[config.mk]
export PLATFORM = sky130hd
export DESIGN_NAME = lru_page_replacement_core
export DESIGN_NICKNAME = d
export VERILOG_FILES = /design/src/rtl/core/lru_pr_pkg.sv /design/src/rtl/core/lru_pr_cell.sv /design/src/rtl/core/lru_page_replacement_core.sv
export SDC_FILE = /design/constraint.sdc
export NUM_CORES = 1
export LEC_CHECK = 0
export BUFFER_PORTS_ARGS = -buffer_cell sky130_fd_sc_hd__buf_2
export CORE_MARGIN = 1
export CORE_UTILIZATION = 45
export CTS_CLUSTER_SIZE = 25
export DETAILED_ROUTE_END_ITERATION = 16
export GPL_ROUTABILITY_DRIVEN = 0
export SYNTH_ARGS = -nofsm -noshare
export SYNTH_HDL_FRONTEND = slang
export SYNTH_SLANG_ARGS = --single-unit
[constraint.sdc]
create_clock -name clk -period 4.5 [get_ports clk]
set_clock_uncertainty 0.1 [all_clocks]
set_input_delay 0.225 -clock clk [delete_from_list [all_inputs] [get_ports clk]]
set_output_delay 0.225 -clock clk [all_outputs]
set_load 0.005 [all_outputs]
[src/rtl/core/lru_pr_pkg.sv]
// Shared constants and types for the LRU page replacement core.
// Used by lru_pr_cell and lru_page_replacement_core; no dependencies.
`timescale 1ns / 1ps

package lru_pr_pkg;

  // Frame count and page width
  localparam int FRAMES    = 16;
  localparam int PAGE_BITS = 8;

  // Derived widths
  localparam int FIDX_W = (FRAMES > 1) ? $clog2(FRAMES) : 1;
  localparam int CNT_W  = $clog2(FRAMES + 1);
  localparam int RANK_W = FIDX_W;
  localparam int CFG_W  = 5;

  localparam logic [CFG_W-1:0] FRAMES_IN_USE_RESET = 5'd16;

  typedef logic [PAGE_BITS-1:0] page_t;
  typedef logic [FIDX_W-1:0]    fidx_t;
  typedef logic [RANK_W-1:0]    rank_t;
  typedef logic [CNT_W-1:0]     cnt_t;

  // Word handed from cell to cell during the scan
  typedef struct packed {
    logic  hit;
    fidx_t hit_idx;
    rank_t hit_rank;
    logic  lru_ok;
    fidx_t lru_idx;
    rank_t lru_rank;
    page_t lru_page;
  } scan_t;

  // Update command broadcast to all cells
  typedef struct packed {
    logic              en;
    fidx_t             sel;
    logic              wr_page;
    page_t             page;
    logic [RANK_W:0]   thr;
  } upd_t;

  typedef enum logic [1:0] {
    ST_IDLE,
    ST_SCAN,
    ST_UPD
  } state_t;

endpackage

[src/rtl/core/lru_pr_cell.sv]
// One page frame cell: page, valid bit and recency rank, plus one scan stage.
// Depends on lru_pr_pkg.
`timescale 1ns / 1ps

module lru_pr_cell (
  input  logic               clk,
  input  logic               rst,
  input  lru_pr_pkg::fidx_t  idx,
  input  lru_pr_pkg::cnt_t   active_n,
  input  lru_pr_pkg::page_t  req_page,
  input  lru_pr_pkg::scan_t  chain_in,
  output lru_pr_pkg::scan_t  chain_out,
  input  lru_pr_pkg::upd_t   upd
);

  lru_pr_pkg::page_t page;
  logic              valid;
  lru_pr_pkg::rank_t rank;

  lru_pr_pkg::scan_t scan_next;
  logic              active;
  logic              match;

  assign active = lru_pr_pkg::CNT_W'(idx) < active_n;
  assign match  = active && valid && (page == req_page);

  // Scan stage: first hit wins, strictly older rank replaces the LRU pick
  always_comb begin
    scan_next = chain_in;
    if (match && !chain_in.hit) begin
      scan_next.hit      = 1'b1;
      scan_next.hit_idx  = idx;
      scan_next.hit_rank = rank;
    end
    if (active && (!chain_in.lru_ok || rank > chain_in.lru_rank)) begin
      scan_next.lru_ok   = 1'b1;
      scan_next.lru_idx  = idx;
      scan_next.lru_rank = rank;
      scan_next.lru_page = page;
    end
  end

  always_ff @(posedge clk) begin
    chain_out <= scan_next;
  end

  // Frame state update
  always_ff @(posedge clk) begin
    if (rst) begin
      valid <= 1'b0;
      rank  <= '0;
    end else if (upd.en) begin
      if (upd.sel == idx) begin
        valid <= 1'b1;
        rank  <= '0;
      end else if (valid && ({1'b0, rank} < upd.thr)) begin
        rank <= rank + 1'b1;
      end
    end
  end

  always_ff @(posedge clk) begin
    if (upd.en && upd.wr_page && (upd.sel == idx)) begin
      page <= upd.page;
    end
  end

endmodule

[src/rtl/core/lru_page_replacement_core.sv]
// LRU page replacement core: frame cell chain plus reference sequencer.
// The result is set by the scan word walking the cell chain one cell per cycle.
// A new reference is accepted only once the last one has been applied; a result
// may wait in the output register while the next reference is scanned.
// Reset (rst, synchronous): frames empty, ranks and fault count zero, 16 frames in use.
`timescale 1ns / 1ps

module lru_page_replacement_core (
  input  logic       clk,
  input  logic       rst,
  // configuration
  input  logic       cfg_we,
  input  logic [4:0] cfg_data,
  // reference channel
  input  logic       req_valid,
  output logic       req_stall,
  input  logic [7:0] page_number,
  // result channel
  output logic       rsp_valid,
  input  logic       rsp_stall,
  output logic       hit,
  output logic [3:0] frame_slot,
  output logic       evicted_valid,
  output logic [7:0] evicted_page,
  output logic [15:0] fault_count
);

  localparam int FRAMES = lru_pr_pkg::FRAMES;

  lru_pr_pkg::state_t state, state_next;

  logic [lru_pr_pkg::CFG_W-1:0] frames_in_use;
  lru_pr_pkg::cnt_t              active_n;
  lru_pr_pkg::cnt_t              filled_count;
  logic [15:0]                   faults;
  logic [15:0]                   faults_inc;
  lru_pr_pkg::page_t             req_page;
  lru_pr_pkg::fidx_t             cnt;

  lru_pr_pkg::scan_t chain_in  [FRAMES];
  lru_pr_pkg::scan_t chain_out [FRAMES];
  lru_pr_pkg::scan_t tail;
  lru_pr_pkg::upd_t  upd;

  logic              req_acc;
  logic              out_free;
  logic              do_fill;
  lru_pr_pkg::fidx_t slot;

  // Configuration register
  always_ff @(posedge clk) begin
    if (rst) begin
      frames_in_use <= lru_pr_pkg::FRAMES_IN_USE_RESET;
    end else if (cfg_we) begin
      frames_in_use <= cfg_data;
    end
  end

  // Clamp frame count to 1..FRAMES
  always_comb begin
    if (frames_in_use == '0) begin
      active_n = lru_pr_pkg::CNT_W'(1);
    end else if (int'(frames_in_use) > FRAMES) begin
      active_n = lru_pr_pkg::CNT_W'(FRAMES);
    end else begin
      active_n = lru_pr_pkg::CNT_W'(frames_in_use);
    end
  end

  assign req_stall = (state != lru_pr_pkg::ST_IDLE);
  assign req_acc   = req_valid && !req_stall;
  assign out_free  = !rsp_valid || !rsp_stall;

  // Latch the referenced page
  always_ff @(posedge clk) begin
    if (req_acc) begin
      req_page <= page_number[lru_pr_pkg::PAGE_BITS-1:0];
    end
  end

  // Cell chain
  genvar gi;
  generate
    for (gi = 0; gi < FRAMES; gi++) begin : g_cell
      if (gi == 0) begin : g_head
        assign chain_in[gi] = '0;
      end else begin : g_link
        assign chain_in[gi] = chain_out[gi-1];
      end
      lru_pr_cell u_cell (
        .clk       (clk),
        .rst       (rst),
        .idx       (lru_pr_pkg::FIDX_W'(gi)),
        .active_n  (active_n),
        .req_page  (req_page),
        .chain_in  (chain_in[gi]),
        .chain_out (chain_out[gi]),
        .upd       (upd)
      );
    end
  endgenerate

  assign tail = chain_out[FRAMES-1];

  // Replacement decision from the chain tail
  assign do_fill    = !tail.hit && (filled_count < active_n);
  assign faults_inc = (faults == 16'hFFFF) ? faults : faults + 16'd1;

  always_comb begin
    if (tail.hit) begin
      slot = tail.hit_idx;
    end else if (do_fill) begin
      slot = filled_count[lru_pr_pkg::FIDX_W-1:0];
    end else begin
      slot = tail.lru_idx;
    end
  end

  // Sequencer next state and update command
  always_comb begin
    state_next  = state;
    upd.en      = 1'b0;
    upd.sel     = slot;
    upd.wr_page = !tail.hit;
    upd.page    = req_page;
    if (tail.hit) begin
      upd.thr = {1'b0, tail.hit_rank};
    end else if (do_fill) begin
      upd.thr = (lru_pr_pkg::RANK_W + 1)'(FRAMES);
    end else begin
      upd.thr = {1'b0, tail.lru_rank};
    end
    unique case (state)
      lru_pr_pkg::ST_IDLE: begin
        if (req_acc) begin
          state_next = lru_pr_pkg::ST_SCAN;
        end
      end
      lru_pr_pkg::ST_SCAN: begin
        if (cnt == lru_pr_pkg::FIDX_W'(FRAMES - 1)) begin
          state_next = lru_pr_pkg::ST_UPD;
        end
      end
      lru_pr_pkg::ST_UPD: begin
        if (out_free) begin
          upd.en     = 1'b1;
          state_next = lru_pr_pkg::ST_IDLE;
        end
      end
      default: state_next = lru_pr_pkg::ST_IDLE;
    endcase
  end

  always_ff @(posedge clk) begin
    if (rst) begin
      state <= lru_pr_pkg::ST_IDLE;
    end else begin
      state <= state_next;
    end
  end

  // Scan cycle counter
  always_ff @(posedge clk) begin
    if (rst || state != lru_pr_pkg::ST_SCAN) begin
      cnt <= '0;
    end else begin
      cnt <= cnt + 1'b1;
    end
  end

  // Fill count and fault counter
  always_ff @(posedge clk) begin
    if (rst) begin
      filled_count <= '0;
      faults       <= '0;
    end else if (upd.en && !tail.hit) begin
      faults <= faults_inc;
      if (do_fill) begin
        filled_count <= filled_count + 1'b1;
      end
    end
  end

  // Output register
  always_ff @(posedge clk) begin
    if (rst) begin
      rsp_valid <= 1'b0;
    end else if (upd.en) begin
      rsp_valid <= 1'b1;
    end else if (!rsp_stall) begin
      rsp_valid <= 1'b0;
    end
  end

  always_ff @(posedge clk) begin
    if (upd.en) begin
      hit           <= tail.hit;
      frame_slot    <= 4'(slot);
      evicted_valid <= !tail.hit && !do_fill;
      evicted_page  <= (!tail.hit && !do_fill) ? 8'(tail.lru_page) : 8'd0;
      fault_count   <= tail.hit ? faults : faults_inc;
    end
  end

  // Assertions
  a_no_hit_evict: assert property (@(posedge clk) disable iff (rst)
    rsp_valid |-> !(hit && evicted_valid))
    else $error("hit result reports an eviction");

  a_fill_bound: assert property (@(posedge clk) disable iff (rst)
    int'(filled_count) <= FRAMES)
    else $error("fill count beyond frame count");

  a_hit_active: assert property (@(posedge clk) disable iff (rst)
    (state == lru_pr_pkg::ST_UPD && tail.hit) |->
      (lru_pr_pkg::CNT_W'(tail.hit_idx) < active_n))
    else $error("hit in an inactive frame");

  a_miss_counted: assert property (@(posedge clk) disable iff (rst)
    (rsp_valid && !hit) |-> (fault_count != 16'd0))
    else $error("miss result with zero fault count");

endmodule

==> impl_metrics.json <==
{
  "grt_pass1_wl_mm": 99.6,
  "cts.htree.levels": 3,
  "port_buffers": 49,
  "final_antenna_net_count": 0,
  "fmax_ghz": 0.245,
  "final_layout_size_suffix_gt1_frac": 0.230,
  "power.leakage_nw": 12.1,
  "ys_types": 72,
  "synthesis.instances": 2212,
  "slowest_stage": "a211oi_1",
  "drt-total-wl_mm": 63.4,
  "slew_headroom": 0.281,
  "synth_nets": 2361,
  "synth_edf_count": 166,
  "synth_warnings": 0,
  "power_switching_mw": 2.56,
  "core_area_sq_mm": 0.0581,
  "final_cell_mix": "498 x dfxtp_1, 238 x mux2_2, 166 x edfxtp_1",
  "grt_max_degree": 36,
  "gr-total-overflow": 0,
  "drt_iter0_markers": 879,
  "worst_slew_pin_slew_ns": 1.07,
  "drc": 0,
  "final-hold-violation-count": 0,
  "cts_tree": "done",
  "ys.flop_type": "dfxtp_1",
  "clockBufferDepth": 3,
  "grt_pass1_vias": 17250,
  "syn_area_sq_mm": 0.0266,
  "clock_sinks": 664,
  "dieWidth_um": 245,
  "async_reset_ff_frac": 0,
  "cts_root_buf": "clkbuf_16",
  "vias_per_cell": 5.29,
  "total_power_mw": 12.4,
  "p_seq_frac": 0.505,
  "worst_ep_required_time_ns": 4.93,
  "crit_family": "compound AO/OA/AOI/OAI gates",
  "drv_slew": 0,
  "dpl.hpwl_mm": 46.4,
  "peakVddDrop_mv": 0.273,
  "cp_data_arrival_time_ns": 4.52,
  "ioPinCount": 50,
  "intPower_mw": 9.84,
  "clkLatencyLatePin_ns": 0.59,
  "clk_pin_slew_worst_paths_ns": 0.06,
  "combPwrFrac": 0.030,
  "post-route-min-period_ns": 4.08,
  "critical_path_class": "reg2reg",
  "cp-end-kind": "flip-flop",
  "crit_buf_inv": 2,
  "ctsResizeCount": 0,
  "ys_seq_area_frac": 0.561,
  "start_util": 0.458,
  "synth.avg_cell_area_sq_um": 12.0,
  "fp.dieArea_sq_mm": 0.0602,
  "tns_ns": 0,
  "setup_viol": 0,
  "num_vias": 16816,
  "crit_chain": "inv_1 > nand2_1 > ha_1 > nand4_1 > a211o_4 > a21oi_4 > a22oi_1 > buf_4 > ha_1 > o21ai_0 > a21oi_1 > o21ai_0 > a2bb2oi_1 > a211oi_1 > a21boi_0 > a21o_1",
  "clock_power_share": 0.465,
  "synth.top_cells.by_area": "dfxtp_1 37%, edfxtp_1 19%, mux2_2 10%",
  "cts_buffers": 70,
  "swShare": 0.206,
  "fin_nets": 2509,
  "ys_ff_latch": 664,
  "hold_class": "in2reg",
  "avgRoutedWirePerCell_um": 19.9,
  "grt_usage": 0.215,
  "fp.dieH_um": 245,
  "rsz0062_at_grt": "false",
  "final.period_utilization": 0.908,
  "area_growth_pct": 15.2,
  "crit_fanout": 16,
  "status": "finished, final reports clean",
  "antenna_found_initial": 1,
  "maxCapViolations": 0,
  "max_stage_delay_ns": 0.47,
  "rows": 88,
  "p_per_area_mw_per_mm2": 404,
  "yosysTopAreaCellShare": 0.374,
  "layout_commonest_cell": "dfxtp_1",
  "post_cts_buffers": 0,
  "drtPass1Iterations": 5,
  "yosysTopAreaCell": "dfxtp_1",
  "cp-start-kind": "flip-flop"
}
[path summary, 6_finish.rpt]
| check | startpoint | cells after the start | to | slack, ns |
|---|---|---|---|---|
| max reg2reg | frames_in_use[4] | 16 | g_cell[10].u_cell.rank[3] | 0.42 |
| max | frames_in_use[4] | 16 | g_cell[10].u_cell.rank[3] | 0.42 |
| min | rst | 2 | faults[3] | 0.12 |
| min reg2reg | g_cell[0].u_cell.page[0] | 0 | g_cell[0].u_cell.chain_out[0] | 0.29 |
[state kept, by name (all words and copies together), names as in the netlist]
name,count
evicted_valid,1
frames_in_use,5
faults,16
evicted_page,8
g_cell.u_cell.page,128
req_page,8
frame_slot,4
hit,1
state,2
filled_count,5
fault_count,16
g_cell.u_cell.chain_out,385
g_cell.u_cell.rank,64
rsp_valid,1
cnt,4
g_cell.u_cell.valid,16
[cell usage after synthesis (all sizes together) (12+ instances only)]
cell,n
buf,16
nor2,123
and2,22
a221oi,13
clkbuf,62
ha,131
inv,83
nand2b,62
o311a,12
a2bb2oi,15
nor4,25
a41o,15
a22o,27
or2,43
a221o,12
nand3,41
nor3,31
dfxtp,498
xor2,92
nand4,18
mux2i,21
nor2b,66
xnor2,78
mux2,238
nand2,68
edfxtp,166
o21ai,73
a21oi,75
[metrics by stage]
step / hold WS [ns] / worst slack, ns / instance area [sq um] / cells / utilization
final: 0.122 / 0.415 / 30700 / 3179 / 0.528
after global routing: 0.128 / 0.137 / 30700 / 3178 / 0.528
after CTS: 0.0879 / 0.382 / 30700 / 3178 / 0.528
after detailed placement: 0.281 / 0.404 / 28200 / 3032 / 0.484
after global placement: 0.271 / 0.474 / 28200 / 3032 / 0.484
after floorplan: 0.224 / 0.129 / 26600 / 2212 / -
[kinds of logic (layout without fill, tap and decap cells)]
kind of cell,Yosys count,in the layout,synth area share
compound gates,282,282,0.0777
xor+xnor,170,170,0.0559
fa+ha+maj,131,131,0.0615
buf+inv,161,362,0.0237
flops,664,664,0.561
mux,259,259,0.109
other cells,1,2,0.000141
simple gates,544,544,0.111
[power groups by stage]
stage / Clock (mW) / Combinational, mW / Sequential [mW]
4_1_cts: 5.90 / 0.377 / 6.27
3_3_place_gp: 0 / 0.357 / 6.40
5_1_grt: 6.16 / 0.405 / 6.27
2_1_floorplan: 0 / 0.236 / 6.36
6_report: 5.76 / 0.375 / 6.26
3_5_place_dp: 0 / 0.359 / 6.40
[metal layers]
| metal | routed length [um] | track usage | part of all wire |
|---|---|---|---|
| met2 | 28900 | 0.346 | 0.46 |
| met5 | 0 | 0 | 0 |
| met3 | 2740 | 0.0284 | 0.043 |
| met1 | 30300 | 0.298 | 0.48 |
| met4 | 1450 | 0.0711 | 0.023 |
[final cells by class]
type	instances	area, sq um
Sequential cell	664	15000
Timing Repair Buffer	154	1090
Clock inverter	24	244
Clock buffer	101	2060
Multi-Input combinational cell	1387	11100
Inverter	83	312
Fill cell	4957	27500
Tap cell	765	957
Antenna cell	1	2.50
[repair_timing]
action	CTS	global route
hold endpoints to repair	15	0
hold buffers	21	0
setup endpoints to repair	0	0
(Power assumes the default switching activity.)
